==> config.mk <==
export PLATFORM = sky130hd
export DESIGN_NAME = rau_queue
export DESIGN_NICKNAME = d
export VERILOG_FILES = /design/src/hw/rtl/rau_queue.sv
export SDC_FILE = /design/constraint.sdc
export NUM_CORES = 1
export LEC_CHECK = 0
export BUFFER_PORTS_ARGS = -buffer_cell sky130_fd_sc_hd__buf_2
export CORE_UTILIZATION = 44
export DETAILED_ROUTE_END_ITERATION = 8
export GPL_TIMING_DRIVEN = 0
export HOLD_SLACK_MARGIN = 0.02
export PLACE_DENSITY = 0.73
export SLEW_MARGIN = 10
export SYNTH_ARGS = -nofsm -noshare
export SYNTH_HDL_FRONTEND = slang
export SYNTH_SLANG_ARGS = --single-unit
==> constraint.sdc <==
create_clock -name clock -period 3.4 [get_ports clock]
set_input_delay 0.68 -clock clock [delete_from_list [all_inputs] [get_ports clock]]
set_output_delay 0.68 -clock clock [all_outputs]
set_load 0.03 [all_outputs]
==> src/hw/rtl/rau_queue.sv <==
module rau_queue #(
   parameter int W = 8
) (
   input  logic         clock,
   input  logic         reset,
   input  logic         in_valid,
   output logic         in_ready,
   input  logic [W-1:0] in_data,
   output logic         out_valid,
   input  logic         out_ready,
   output logic [W-1:0] out_data
);
   logic [W-1:0] mem_ff [2];
   logic         wr_ff, rd_ff;
   logic [1:0]   cnt_ff;

   assign in_ready  = (cnt_ff != 2'd2);
   assign out_valid = (cnt_ff != 2'd0);
   assign out_data  = mem_ff[rd_ff];

   always_ff @(posedge clock) begin
      if (reset) begin
         wr_ff  <= 1'b0;
         rd_ff  <= 1'b0;
         cnt_ff <= 2'd0;
      end else begin
         if (in_valid && in_ready) begin
            wr_ff <= ~wr_ff;
         end
         if (out_valid && out_ready) begin
            rd_ff <= ~rd_ff;
         end
         cnt_ff <= cnt_ff + 2'(in_valid && in_ready) - 2'(out_valid && out_ready);
      end
      if (in_valid && in_ready) begin
         mem_ff[wr_ff] <= in_data;
      end
   end
endmodule

After elaboration in Yosys (flattened, before gate mapping)
Memories as Yosys holds them, arrays and structs flattened. A register that Yosys moved wholly into a read port is not among the register bits.
Index checks and enable logic that the tools add are counted.
{ "totals": {"reg_bits": 4, "latch_bits": 0, "mem_bits_rw": 16, "romBits": 0, "input_bits": 12, "word_cells": 16, "mem_count": 1} }
{ "classes": {"add_sub_neg": 2, "n_mul": 0, "div": 0, "n_lt_le_gt_ge": 0, "eq_ne": 1, "shift": 0, "n_mux": 4, "bitwise": 2, "reduce_logical": 3} }
{ "mem_list": {"columns": ["memory", "words", "word_bits", "read_ports", "rd_ports_with_merged_regs", "write_ports", "line", "source"], "rows": [
  ["mem_ff", 2, 8, 1, 1, 1, "13", "logic [W-1:0] mem_ff [2];"]
]} }
{ "ops": {"columns": ["cell", "n"], "rows": [
  ["1-bit 2-to-1 mux", 4],
  ["2-bit by 1-bit adder with 2-bit output", 1],
  ["1-bit logical AND", 2],
  ["2-bit inequality test, second input constant", 1],
  ["1-bit NOT", 2],
  ["2-bit nonzero test", 1],
  ["2-bit by 1-bit subtractor with 2-bit output", 1]
]} }

Depth between registers and ports, before layout
{ "logic_depth": {"word_depth": 4, "ltp_mapped": 8, "mapped_depth_nobuf": 8} }

Least setup slack after synthesis
No wires, ideal clock.
{ "synth_path": {"path_type": "input to register", "start": "input port out_ready", "end": "register cnt_ff[1]", "setup_time_ns": 0.115, "arrival_ns": 1.591, "setup_slack_ns": 1.694, "path_stages": 7, "path_cell_list": "o21a_2 ha_1 inv_1 ha_1 xor2_1 xnor2_1 nor2_1"} }
{ "synth_between": {"elab_chain_cells": 2} }
{ "synth_lines": {"columns": ["element", "line", "source"], "rows": [
  ["start: declaration", "10", "input logic out_ready,"],
  ["1-bit logical AND", "33", "cnt_ff <= cnt_ff + 2'(in_valid && in_ready) - 2'(out_valid && out_ready);"],
  ["2-bit by 1-bit subtractor with 2-bit output", "33", null],
  ["end signal: assignment", "33", null],
  ["end: declaration", "15", "logic [1:0] cnt_ff;"]
]} }
No other way between the ends.
A chain may end at the register's enable or synchronous reset.

==> run summary <==
status: complete, no violations
IO buf count: 21
Tmin final: 2.02 ns
Sink Count: 21
Final Core Density: 56.6%
HPWL after detailed placement: 886 um
syn_area_per_cell: 16.6 um2
register area: 581 um2
TritonCTS buffer count: 3
area delta synth->final: 20.2%
CTS tree: built
CP arrival: 1.34 ns
footprint of the multi-input gates: 224 um2
GRT Total Usage: 13.3%
area leader, netlist: edfxtp_1
Clock Skews: 0.00168 ns
placed inst area: 950 um2
Mapped Area: 813 um2
Non-Filler Instances: 99
CP max FO: 8
root cell of the clock tree: clkbuf_4
Synth Register Bits: 21
Synth top area share: 59.1%
setup bufs post-CTS: 0
share of layout cells above drive strength 1: 40.5%
unrepaired setup endpoints after global routing: no
Initial Util: 47.1%
first-pass GRT wire length: 1750 um
Placer Congestion: 0.602
Final Cycle Share: 59.5%
most frequent cells in the layout: 22 x buf_2, 16 x edfxtp_1, 8 x mux2_1
total placed cells including tap cells: 95
Crit Reg-Reg Endpoint: cnt_ff[1]
largest net degree at the start of global routing: 13
Cells after Synth: 49
sequential-to-total area share from yosys stat: 71.4%
fmax: 0.494 GHz
critical path's most frequent cell: buf_2
Hold WC Path Type: reg -> reg
Fin Setup TNS: 0 ns
initial antenna violation count: 0
core area: 0.00173 mm2
critical path data required time: 2.72 ns
Worst Setup Start Kind: flip-flop
vias per cell: 4.66
peak supply drop: 0.000455 V
Synth warnings: 0
DRC viols: 0
CTS max path bufs: 2
FF-to-FF setup slack: 1.86 ns
vias post-DR: 461
Worst Max-Slew Pin Slew: 0.691 ns
Antenna Violating Nets Remaining: 0
reg2reg path depth: 7
Fillers: 163
Initial DRC Count: 7
crit-path max cell delay: 0.35 ns
min-delay src: rd_ff
delay-heaviest family, CP: buffers and inverters
Chip Height: 45.0 um
Die Area: 0.00202 mm2
Layout Nets: 89
Max-Slew Margin vs Limit: 53.8%
final setup fails: 0
H-tree depth: 1
row cnt: 15
largest cells by area after synthesis: edfxtp_1 59%, dfxtp_1 12%, mux2_1 11%, ha_1 3.1%, nor2_1 2.3%
Static Leakage: 0.401 nW
Post-CTS Hold Fix Bufs: 0
Design Power: 0.724 mW
total of max-cap violations: 0
WHS Path Cells: 2
Final Cell Area: 977 um2
Initial DRT Pass Iterations: 2
drt total wl: 1140 um
grt ovf: 0
synth unique cells: 16
# IOs: 22
width of the die: 45.0 um
commonest non-fill, non-tap cell in the layout: buf_2
crit-path cells: buf_2 -> mux2_1 -> buf_2
Antenna diodes: 0
syn nets: 63
Reg clk slew, reported paths: 0.11 ns
number of global-route vias before repair: 456
Buf/Inv on CP: 2
Crit Path Class: reg -> out
final hold vios: 0
RR Startpoint: cnt_ff[1]
crit end category: output pin
CTS resizes: 0
Hold Path Sink: rd_ff
PD cells: 741 mW/mm2
clk_lat worst skew: 0.29 ns
Routed wire per std cell: 11.5 um
Max Slew Vio Count: 0
CP max-delay cell: mux2_1
## layout make-up
cell class / count / area share [%]
repair buffers: 21 / 10.8
flip-flops and latches: 21 / 59.4
clock inverters: 1 / 0.512
multi-input cells: 26 / 22.9
plain buffers: 1 / 0.512
clock buffers: 3 / 2.30
inverters: 1 / 0.384
well taps: 25 / 3.20
## cell families (layout without fill, tap and decap cells)
family | count (synthesis) | after routing | synth area share [%]
mux | 9 | 9 | 12.9
xor+xnor | 3 | 3 | 3.23
simple gates | 11 | 11 | 7.23
compound gates | 1 | 1 | 1.08
flops | 21 | 21 | 71.4
buf+inv | 2 | 27 | 1.08
fa+ha+maj | 2 | 2 | 3.08
## stage by stage
step,setup slack (ns),hold slack [ns]
after CTS,1.35,0.556
after detailed placement,1.51,0.528
final,1.38,0.552
after floorplan,1.69,0.480
after global placement,1.56,0.495
after global routing,1.29,0.550
## worst max path at each step
stage / start / end / slack [ns] / cells after the start
final: flip-flop / out_data[2] / 1.38 / 3
after global placement: out_ready / cnt_ff[1] / 1.56 / 8
after floorplan: out_ready / cnt_ff[1] / 1.69 / 7
after global routing: flip-flop / out_data[0] / 1.29 / 3
after CTS: flip-flop / out_data[5] / 1.35 / 3
after detailed placement: out_ready / cnt_ff[1] / 1.51 / 8
## Yosys cell counts (all sizes together)
master and number:
and3 1, nand2b 1, or2 1, ha 2, nor2b 2, edfxtp 16
buf 1, xor2 1, xnor2 2, o21a 1, mux2 9, inv 1
dfxtp 5, nand2 1, nor2 5
## routing by layer
metal	GRT usage (%)	share of wire, %	vias to the layer above
li1	-	-	225
met1	11.9	40	223
met2	24.3	56	13
met3	4.80	3.5	0
met4	9.09	0	0
met5	0	0	-
## power by group
| part | switching, mW | internal, mW |
|---|---|---|
| Clock | 0.0681 | 0.0437 |
| Combinational | 0.165 | 0.101 |
| Sequential | 0.0197 | 0.327 |
| Total | 0.253 | 0.471 |
## state kept, by name, indices dropped and copies added (netlist names), named ones only
register,flops
wr_ff,1
cnt_ff,2
rd_ff,1
mem_ff,16
## worst reg2reg max path, cell delays in order, from the launching register on
cell and delay, ns:
dfxtp_1 0.36, o21a_2 0.24, ha_1 0.28, inv_1 0.06, ha_1 0.14, xor2_1 0.17
xnor2_1 0.13, nor2_1 0.05
Power figures use the tool's default switching activity.
