===== config.mk =====
export PLATFORM = sky130hd
export DESIGN_NAME = rau_back
export DESIGN_NICKNAME = d
export VERILOG_FILES = /design/src/hw/rtl/rau_pkg.sv /design/src/hw/rtl/rau_back.sv
export SDC_FILE = /design/constraint.sdc
export NUM_CORES = 1
export LEC_CHECK = 0
export ABC_AREA = 1
export BUFFER_PORTS_ARGS = -buffer_cell sky130_fd_sc_hd__clkbuf_2
export CORE_UTILIZATION = 50
export CTS_BUF_LIST = sky130_fd_sc_hd__clkbuf_4 sky130_fd_sc_hd__clkbuf_8
export DETAILED_ROUTE_END_ITERATION = 7
export PLACE_DENSITY = 0.67
export SYNTH_ARGS = -nofsm -noshare
export SYNTH_HDL_FRONTEND = slang
export SYNTH_SLANG_ARGS = --single-unit

===== constraint.sdc =====
create_clock -name clock -period 9.5 [get_ports clock]
set_clock_uncertainty 0.15 [all_clocks]
set_input_delay 1.425 -clock clock [delete_from_list [all_inputs] [get_ports clock]]
set_output_delay 1.425 -clock clock [all_outputs]
set_load 0.02 [all_outputs]

===== src/hw/rtl/rau_pkg.sv =====
package rau_pkg;

   localparam int NUM_W = 34;
   localparam int DEN_W = 33;
   localparam int OP_W  = 3;
   localparam int CMP_W = 2;

   typedef enum logic [OP_W-1:0] {
      OP_ADD = 3'd0,
      OP_SUB = 3'd1,
      OP_MUL = 3'd2,
      OP_DIV = 3'd3,
      OP_CMP = 3'd4
   } op_type;

   localparam logic [CMP_W-1:0] CMP_LESS    = 2'd0;
   localparam logic [CMP_W-1:0] CMP_EQUAL   = 2'd1;
   localparam logic [CMP_W-1:0] CMP_GREATER = 2'd2;

   typedef enum logic [1:0] {
      KIND_ZERO,
      KIND_ERROR,
      KIND_REDUCE,
      KIND_CMP
   } kind_type;

endpackage


===== src/hw/rtl/rau_back.sv =====
module rau_back #(
   parameter int OPERAND_WIDTH = 16
) (
   input  logic                        clock,
   input  logic                        reset,
   input  logic                        in_valid,
   output logic                        in_ready,
   input  rau_pkg::kind_type           in_kind,
   input  logic [2*OPERAND_WIDTH+1:0]  in_num,
   input  logic [2*OPERAND_WIDTH:0]    in_den,
   input  logic [rau_pkg::CMP_W-1:0]   in_cmp,
   output logic                        out_valid,
   input  logic                        out_ready,
   output logic [rau_pkg::NUM_W-1:0]   out_num,
   output logic [rau_pkg::DEN_W-1:0]   out_den,
   output logic [rau_pkg::CMP_W-1:0]   out_cmp,
   output logic                        out_status
);
   import rau_pkg::*;

   localparam int PW = 2 * OPERAND_WIDTH + 2;
   localparam int MW = PW - 1;
   localparam int SW = $clog2(MW + 1);

   typedef enum logic [2:0] {
      ST_IDLE, ST_SHIFT, ST_GCD, ST_DIVN, ST_DIVD, ST_DONE
   } state_type;

   state_type            state_ff;
   logic                 neg_ff;
   logic [MW-1:0]        n_ff, d_ff, u_ff, v_ff, g_ff;
   logic [SW-1:0]        sh_ff;
   logic [MW-1:0]        quo_ff, rem_ff, dvd_ff;
   logic [SW-1:0]        bit_ff;
   logic [MW-1:0]        qn_ff;
   logic [NUM_W-1:0]     rnum_ff;
   logic [DEN_W-1:0]     rden_ff;
   logic [CMP_W-1:0]     rcmp_ff;
   logic                 rst_ff;
   logic [MW-1:0]        mag, rem_sh, quo_n;
   logic signed [PW-1:0] neg_q;
   logic                 ge;

   assign in_ready  = (state_ff == ST_IDLE);
   assign out_valid = (state_ff == ST_DONE);
   assign out_num   = rnum_ff;
   assign out_den   = rden_ff;
   assign out_cmp   = rcmp_ff;
   assign out_status = rst_ff;

   always_comb begin
      mag    = in_num[PW-1] ? MW'(-in_num) : MW'(in_num);
      rem_sh = {rem_ff[MW-2:0], dvd_ff[MW-1]};
      ge     = (rem_sh >= g_ff);
      quo_n  = {quo_ff[MW-2:0], ge};
      neg_q  = neg_ff ? -PW'(qn_ff) : PW'(qn_ff);
   end

   always_ff @(posedge clock) begin
      if (reset) begin
         state_ff <= ST_IDLE;
      end else begin
         unique case (state_ff)
            ST_IDLE: begin
               if (in_valid) begin
                  unique case (in_kind)
                     KIND_ZERO: begin
                        rnum_ff  <= '0;
                        rden_ff  <= DEN_W'(in_den);
                        rcmp_ff  <= CMP_LESS;
                        rst_ff   <= 1'b0;
                        state_ff <= ST_DONE;
                     end
                     KIND_ERROR: begin
                        rnum_ff  <= '0;
                        rden_ff  <= '0;
                        rcmp_ff  <= CMP_LESS;
                        rst_ff   <= 1'b1;
                        state_ff <= ST_DONE;
                     end
                     KIND_CMP: begin
                        rnum_ff  <= '0;
                        rden_ff  <= '0;
                        rcmp_ff  <= in_cmp;
                        rst_ff   <= 1'b0;
                        state_ff <= ST_DONE;
                     end
                     KIND_REDUCE: begin
                        rcmp_ff  <= CMP_LESS;
                        rst_ff   <= 1'b0;
                        neg_ff   <= in_num[PW-1];
                        n_ff     <= mag;
                        d_ff     <= in_den[MW-1:0];
                        u_ff     <= mag;
                        v_ff     <= in_den[MW-1:0];
                        sh_ff    <= '0;
                        state_ff <= ST_SHIFT;
                     end
                  endcase
               end
            end
            ST_SHIFT: begin
               if (((u_ff | v_ff) & MW'(1)) == '0) begin
                  u_ff  <= u_ff >> 1;
                  v_ff  <= v_ff >> 1;
                  sh_ff <= sh_ff + SW'(1);
               end else if (!u_ff[0]) begin
                  u_ff <= u_ff >> 1;
               end else begin
                  state_ff <= ST_GCD;
               end
            end
            ST_GCD: begin
               if (v_ff == '0) begin
                  g_ff     <= u_ff << sh_ff;
                  dvd_ff   <= n_ff;
                  rem_ff   <= '0;
                  quo_ff   <= '0;
                  bit_ff   <= '0;
                  state_ff <= ST_DIVN;
               end else if (!v_ff[0]) begin
                  v_ff <= v_ff >> 1;
               end else if (u_ff > v_ff) begin
                  u_ff <= v_ff;
                  v_ff <= u_ff - v_ff;
               end else begin
                  v_ff <= v_ff - u_ff;
               end
            end
            ST_DIVN, ST_DIVD: begin
               if (bit_ff == SW'(MW - 1)) begin
                  rem_ff <= '0;
                  quo_ff <= '0;
                  bit_ff <= '0;
                  if (state_ff == ST_DIVN) begin
                     qn_ff    <= quo_n;
                     dvd_ff   <= d_ff;
                     state_ff <= ST_DIVD;
                  end else begin
                     rnum_ff  <= NUM_W'(neg_q);
                     rden_ff  <= DEN_W'(quo_n);
                     state_ff <= ST_DONE;
                  end
               end else begin
                  rem_ff <= ge ? rem_sh - g_ff : rem_sh;
                  quo_ff <= quo_n;
                  dvd_ff <= dvd_ff << 1;
                  bit_ff <= bit_ff + SW'(1);
               end
            end
            ST_DONE: begin
               if (out_ready) begin
                  state_ff <= ST_IDLE;
               end
            end
            default: state_ff <= ST_IDLE;
         endcase
      end
   end
endmodule


* Word level (Yosys, flattened, before mapping)
Cells that the tools add are included.
Cells by class: add/subtract/negate cells 7, magnitude comparators 2, eq/ne operators 25, shift-type cells 1, mux-type cells 55, bitwise operators 2, reduce and logical (&&, ||, !) cells 26
Operator list (count):
- two-way mux 33 bit | 20
- one-hot mux 33 bit (2 select lines) | 3
- one-hot mux 33 bit (3 select lines) | 2
- two-way mux 34 bit | 5
- two-way mux 32 bit | 4
- one-hot mux 32 bit (2 select lines) | 2
- one-hot mux 34 bit (2 select lines) | 1
- zero test 33 bit | 2
- subtractor 33 bit | 2
- negation 33 -> 34 bit | 1
- greater-or-equal comparator 33 bit | 1
- greater-than comparator 33 bit | 1
- negation 33 bit | 1
- << shifter 33 x 6 -> 33 bit | 1
- subtractor 32 bit | 1
- two-way mux 6 bit | 5
- one-hot mux 6 bit (2 select lines) | 2
- AND reduction 6 bit | 4
- inequality test 2 bit (second input constant) | 11
- two-way mux 3 bit | 6
- one-hot mux 3 bit (5 select lines) | 1
- adder 6 x 1 -> 6 bit (second input constant) | 2
- AND reduction 4 bit | 3
- AND reduction 3 bit | 3
- other kinds (24) | 34
Word-level totals: bits in registers 381, input bits 75, output and inout bits 72, word-level logic and storage cells 136

* Logic depth before layout (Yosys ltp)
Gate-level depths: netlist (run 1).
depth in word-level cells 5, mapped depth 20, gate-level depth less buffers 19

* Least setup slack after synthesis (run 1)
OpenSTA, ideal clock, no wires.
path kind input port to flip-flop, start input port in_kind[1], end register d_ff[0], enable pin, library setup time 574 ps, data arrival time 6187 ps, required time 8776 ps, slack 2588 ps, stages on the path 4, path buffers 0, cells stage by stage inv_1 -> nor2_1 -> nand2_1 -> nor3_1
On the way: cells in the longest elaborated chain, start to end 2
Ends and longest elaborated chain:
- from (decl) | RTL line rau_back.sv:8 | input rau_pkg::kind_type in_kind,
- equality test 2 bit | RTL line rau_back.sv:66 | unique case (in_kind)
- AND reduction 4 bit (no source line)
- to (signal assigned) | RTL line rau_back.sv:93 | d_ff <= in_den[MW-1:0];
- to (decl) | RTL line rau_back.sv:31 | logic [MW-1:0] n_ff, d_ff, u_ff, v_ff, g_ff;
No other way between the ends. A chain may end at the register's enable or synchronous reset.

* Final worst setup path (run 1)
start register v_ff[0], end register u_ff[26], enable pin
On the way: cells in the longest elaborated chain, start to end 4
Ends and longest elaborated chain:
- from (decl) | RTL line rau_back.sv:31
- from (signal assigned) | RTL line rau_back.sv:95 | v_ff <= in_den[MW-1:0];
- from (signal assigned) | RTL line rau_back.sv:105 | v_ff <= v_ff >> 1;
- from (signal assigned) | RTL line rau_back.sv:122 | v_ff <= v_ff >> 1;
- parallel branches: the longest is 3 deep, another holds greater-than comparator 33 bit
- AND reduction 8 bit (no source line) (*)
- to (signal assigned) | RTL line rau_back.sv:104 | u_ff <= u_ff >> 1;
- to (signal assigned) | RTL line rau_back.sv:108 | u_ff <= u_ff >> 1;
- to (signal assigned) | RTL line rau_back.sv:124 | u_ff <= v_ff;
- to (decl) | RTL line rau_back.sv:31
Mark *: on every way between the ends.

==> qor.csv, run 1 <==
stage;metric;value;unit
status;status;finished, final reports clean;
logic_synthesis;count leader, synth;nand2_1;
logic_synthesis;Compound-Gate Fraction of Synth Area;0.108;
clocking;Root Driver;clkbuf_8;
logic_synthesis;mapped cell area;26100;um2
critical_path;Critical Path AT;4.38;ns
critical_path;delay-heaviest family, CP;compound AO/OA/AOI/OAI gates;
cells_and_area;Layout Nets;3765;
sta;Fmax;0.233;GHz
sta;fin worst setup slack;5.21;ns
critical_path;crit path kind;reg2reg;
sta;Pins Over Slew Limit;0;
floorplan;die width;231;um
clocking;CTS clk-pin slew, worst paths;0.06;ns
logic_synthesis;largest area contributor in the netlist;edfxtp_1;
logic_synthesis;FF+latch count, synth;381;
global_routing;all-layer global routing usage;0.308;
critical_path;crit path capture type;flop;
placed_design;post-DP HPWL;63100;um
cells_and_area;max FFs per register;34;
floorplan;Std-Cell Rows;83;
logic_synthesis;post-synthesis sequential area ratio;0.437;
critical_path;CP max stage cell;a21boi_4;
logic_synthesis;Synth top cells by count;nand2_1 (1083), inv_1 (525), edfxtp_1 (378), nor2_1 (311), o21ai_0 (214);
global_routing;initial antenna violation count;2;
route;Via density;5.43;
cells_and_area;filler cell count;5104;
sta;Worst-Margin Slew;1.25;ns
placed_design;pre-CTS WS;5.27;ns
floorplan;Initial Utilization;0.507;
route;drt wl/cell;19.1;um
global_routing;pin count of the biggest net entering global routing;106;
sta;period utilization;0.451;
global_routing;number of global-route vias before repair;21700;
critical_path;RR Startpoint;v_ff[0]$_DFFE_PP_;
cells_and_area;area grow syn2layout;9.96;%
placed_design;port bufs;146;
clocking;post-CTS sizing;0;
sta;min Tclk post-route;4.29;ns
floorplan;io pins;147;
route;post-route ant nets;0;
logic_synthesis;total nets after synthesis;3644;
critical_path;Worst EP required;9.59;ns
route;DRC;0;
critical_path;Worst path depth;11;
sta;RSZ-0062 raised after global routing;no;
clocking;post-CTS setup buffer count;0;
sta;final hold vios;0;
logic_synthesis;largest family of logic cells by synthesized area;simple AND/OR/NAND/NOR gates;
placed_design;gpl congestion;0.998;
floorplan;die area;53200;um2
power;peak supply drop;0.187;mV
logic_synthesis;post-synthesis simple-gate area fraction;0.275;
critical_path;CP cell instances;buf_4 -> inv_1 -> buf_4 -> ha_1 -> nor2_1 -> nand3_1 -> nor2_1 -> nand3_4 -> nand2_4 -> a21oi_2 -> a21boi_4;
critical_path;Max stage delay on crit path;0.96;ns
logic_synthesis;Synth Instances;3462;
logic_synthesis;yosys warns;0;
logic_synthesis;Post-Synth Adder-Cell Area;0.0521;
route;final wirelength;82500;um
critical_path;startpoint types;flop;
sta;# setup viols final;0;
critical_path;CP startpoint;v_ff[0]$_DFFE_PP_;
critical_path;reg2reg setup slack;5.21;ns
route;DR vias;23400;
clocking;CTS tree;built;
logic_synthesis;Synth Area in XOR/XNOR;0.0282;
critical_path;crit path max fanout;33;
clocking;H-tree depth;3;
clocking;Num CTS Buffers;69;
clocking;Hold-fix buffers, CTS;0;
logic_synthesis;fraction of synthesized area in multiplexers;0.00307;
route;initial DRC count;2710;
logic_synthesis;Synth async-reset ratio;0;
job;max_cap viols;0;
logic_synthesis;Post-synth top flop;edfxtp_1;
global_routing;first-pass GRT wire length;124000;um
logic_synthesis;Synth top area share;0.435;
critical_path;WP buf/inv;3;
critical_path;Worst Setup EP;u_ff[26]$_DFFE_PP_;
logic_synthesis;largest cells by area after synthesis;edfxtp_1 (43%), nand2_1 (16%), inv_1 (7.5%);
power;Leak;13.3;nW
clocking;worst skew pair latency;0.66;ns
floorplan;height of the die;231;um
sta;slew margin rel.;0.161;
clocking;CTS sink count;381;
sta;Setup TNS;0;ns
critical_path;Reg2Reg Depth;11;
cells_and_area;register area;11400;um2
power;Power per Cell Area;294;nW/um2
critical_path;Worst R2R End;u_ff[26]$_DFFE_PP_;
floorplan;area of the core;51500;um2
logic_synthesis;syn_area_per_cell;7.55;um2
logic_synthesis;Distinct cells, synth;57;
cells_and_area;layout cell share with drive strength beyond 1;0.0914;
min_path;worst min path class;reg2reg;
clocking;Max clock buf depth;3;
route;DRT Pass-1 Iters;6;
cells_and_area;Multi-input gate area;12200;um2
logic_synthesis;Post-synth EDFFs;378;
global_routing;GR Overflow Total;0;
-- per-layer routing --
layer,global-route usage,part of all wire
met5,0,0
met4,0.133,0.038
met3,0.0463,0.075
met2,0.493,0.46
met1,0.414,0.42
-- power breakdown --
part / switching, mW / total (mW) / internal [mW]
clock network: 0.711 / 1.55 / 0.844
logic: 3.09 / 4.32 / 1.23
registers: 0.195 / 2.58 / 2.38
total: 4.00 / 8.45 / 4.45
-- stage by stage --
stage / hold WS, ns / power, mW / utilization / cell area [um2] / cells
finish: 0.299 / 8.45 / 0.558 / 28700 / 4315
global route: 0.312 / 9.00 / 0.558 / 28700 / 4315
CTS: 0.296 / 8.40 / 0.558 / 28700 / 4313
detailed placement: 0.283 / 6.84 / 0.532 / 27400 / 4192
global placement: 0.285 / 6.82 / 0.532 / 27400 / 4192
floorplan: 0.276 / 5.54 / - / 26100 / 3462
-- worst min path at each step --
stage                     endpoint  depth (start not counted)                startpoint  slack [ns]
2_1_floorplan  qn_ff[10]$_DFFE_PP_                          0   quo_ff[9]$_SDFFCE_PP0P_        0.28
3_3_place_gp    qn_ff[4]$_DFFE_PP_                          0   quo_ff[3]$_SDFFCE_PP0P_        0.29
3_5_place_dp   qn_ff[14]$_DFFE_PP_                          0  quo_ff[13]$_SDFFCE_PP0P_        0.28
4_1_cts        qn_ff[31]$_DFFE_PP_                          0  quo_ff[30]$_SDFFCE_PP0P_        0.30
5_1_grt         qn_ff[5]$_DFFE_PP_                          0   quo_ff[4]$_SDFFCE_PP0P_        0.31
6_report        qn_ff[5]$_DFFE_PP_                          0   quo_ff[4]$_SDFFCE_PP0P_        0.30
-- layout by cell type (no fill, tap or decap), drive strengths merged, types with 4 or more instances in the layout --
master	instances
nand2	1097
inv	534
edfxtp	378
nor2	327
clkbuf	235
o21ai	227
nand3	183
a21oi	150
ha	104
xor2	58
nor3	41
o211ai	39
nand4	32
clkinv	29
xnor2	26
o221ai	23
nand3b	23
buf	18
nor4	14
a31oi	13
a21o	8
o21bai	8
mux2i	8
a22oi	7
o22ai	7
or2	5
and3	5
a21boi	5
and2	5
o31ai	4
o21a	4
-- final cells by class --
class | instances | area share
multi-input cells | 2432 | 0.426
flip-flops and latches | 381 | 0.397
inverters | 535 | 0.0700
clock buffers | 89 | 0.0385
repair buffers | 164 | 0.0301
well taps | 680 | 0.0296
clock inverters | 32 | 0.00793
diodes | 2 | 0.000174
-- kinds of logic after synthesis --
| kind of cell | Yosys count |
|---|---|
| and+or+nand+nor | 1733 |
| buffers and inverters | 649 |
| AOI/OAI and AO/OA | 500 |
| DFF | 381 |
| adders and majority gates | 107 |
| xor gates and xnor gates | 84 |
| muxes | 8 |
-- worst reg2reg max path: cells and delay by family (launching register included) --
kind | cells | cell delay [ns]
compound gates | 2 | 1.22
simple gates | 5 | 0.83
buf+inv | 3 | 0.71
flops | 1 | 0.60
fa+ha+maj | 1 | 0.33
No activity file was read; power rests on OpenSTA's default activity.
==> run 2: changes to the inputs <==
Settings changed: PLACE_DENSITY 0.67 to 0.7.
Clock period 9.5 ns to 3.7 ns, I/O delays scaled along.
==> qor.csv, run 2 (synthesis results as in run 1) <==
stage;metric;value;unit
global_routing;first-pass GRT wire length;129000;um
critical_path;crit path kind;reg2reg;
route;initial DRC count;2726;
route;DRC;0;
placed_design;gpl congestion;1.02;
job;max_cap viols;0;
cells_and_area;filler cell count;4989;
sta;RSZ-0062 raised after global routing;no;
route;Via density;5.51;
route;DRT Pass-1 Iters;6;
global_routing;GR Overflow Total;0;
cells_and_area;commonest non-fill, non-tap cell in the layout;nand2_1;
floorplan;die width;231;um
critical_path;Worst EP required;3.87;ns
critical_path;Critical Path AT;3.38;ns
sta;Setup TNS;0;ns
min_path;worst min path class;in2reg;
sta;min Tclk post-route;3.21;ns
power;peak supply drop;0.410;mV
global_routing;number of global-route vias before repair;22500;
sta;Worst-Margin Slew;1.18;ns
route;post-route ant nets;0;
floorplan;io pins;147;
global_routing;all-layer global routing usage;0.320;
floorplan;area of the core;51500;um2
cells_and_area;Multi-input gate area;12300;um2
floorplan;Initial Utilization;0.507;
sta;slew margin rel.;0.207;
sta;Pins Over Slew Limit;0;
global_routing;initial antenna violation count;0;
cells_and_area;area grow syn2layout;11.9;%
floorplan;height of the die;231;um
sta;# setup viols final;0;
placed_design;post-DP HPWL;66500;um
critical_path;crit path capture type;flop;
clocking;CTS clk-pin slew, worst paths;0.05;ns
sta;final hold vios;0;
cells_and_area;register area;11400;um2
clocking;worst skew pair latency;0.66;ns
status;status;finished, final reports clean;
floorplan;die area;53200;um2
global_routing;pin count of the biggest net entering global routing;71;
floorplan;Std-Cell Rows;83;
cells_and_area;post-layout util;0.567;
clocking;Num CTS Buffers;70;
cells_and_area;Antenna diodes;0;
cells_and_area;max FFs per register;34;
power;Leak;13.6;nW
sta;Fmax;0.311;GHz
clocking;CTS tree;built;
cells_and_area;layout cell share with drive strength beyond 1;0.0990;
sta;period utilization;0.868;
clocking;Max clock buf depth;3;
cells_and_area;most frequent cells in the layout;nand2_1 (1083), inv_1 (524), edfxtp_1 (378), nor2_1 (309), o21ai_0 (214);
placed_design;port bufs;146;
route;final wirelength;85800;um
route;DR vias;24100;
critical_path;startpoint types;flop;
cells_and_area;Layout Nets;3817;
clocking;CTS sink count;381;
route;drt wl/cell;19.6;um
clocking;Root Driver;clkbuf_8;
clocking;H-tree depth;3;
power;Power per Cell Area;757;nW/um2
clocking;post-CTS setup buffer count;0;
critical_path;crit path max fanout;27;
==> run 2: cell types whose count changed in the layout (fill, tap and decap cells not counted), sizes merged <==
cell / change
inv: -1
clkinvlp: +1
diode: -2
buf: +31
clkbuf: +1
clkinv: +1
dlygate4sd3: +20
==> run 2: per-layer routing <==
metal,up-vias,wire length [um],global-route usage
met1,11000,34400,0.419
met4,0,4220,0.154
li1,11600,-,-
met3,223,7670,0.0485
met5,-,0,0
met2,1202,39500,0.518
==> run 2: path summary, 6_finish.rpt <==
kind,slack [ns],end,cells after the start,start
max,0.49,u_ff[20]$_DFFE_PP_,12,u_ff[21]$_DFFE_PP_
min,0.02,d_ff[18]$_DFFE_PP_,1,in_den[18]
max reg2reg,0.49,u_ff[20]$_DFFE_PP_,12,u_ff[21]$_DFFE_PP_
min reg2reg,0.30,qn_ff[12]$_DFFE_PP_,0,quo_ff[11]$_SDFFCE_PP0P_
==> run 2: layout make-up <==
cell class,instances,share of cell area
Clock inverter,33,0.00800
Multi-Input combinational cell,2432,0.420
Sequential cell,381,0.390
Timing Repair Buffer,215,0.0461
Inverter,535,0.0687
Clock buffer,90,0.0381
Tap cell,680,0.0291
==> run 2: through the flow <==
stage	hold slack, ns	setup WS [ns]	total power [mW]	area [um2]	std cells
finish	0.0193	0.488	22.1	29200	4366
CTS	0.0000637	0.510	21.9	29200	4366
global route	0.000783	0.329	23.5	29200	4366
global placement	0.282	0.560	17.8	27700	4223
floorplan	0.276	0.0470	14.2	26200	3462
detailed placement	0.282	0.522	17.9	27700	4223
==> run 2: repair_timing <==
item / in CTS / in global routing
gates resized for setup: 0 / 0
hold buffers: 20 / 0
endpoints found under the hold margin: 20 / 0
==> run 2: critical path, stage by stage (launching register included) <==
cell and delay (ns):
edfxtp_1 0.37, inv_1 0.09, ha_1 0.47, nand2_1 0.20
nor2_2 0.27, nand2_1 0.17, nor2_1 0.16, nand2_2 0.10
nand2_4 0.08, nand2_4 0.06, a21oi_2 0.17, a21boi_4 0.34
buf_12 0.25
==> run 2: report_power, final <==
| group | internal, mW | leakage (nW) | switching [mW] | total [mW] |
|---|---|---|---|---|
| Combinational | 3.32 | 9.34 | 8.22 | 11.5 |
| Clock | 2.18 | 0.710 | 1.82 | 4.01 |
| Sequential | 6.10 | 3.51 | 0.469 | 6.57 |
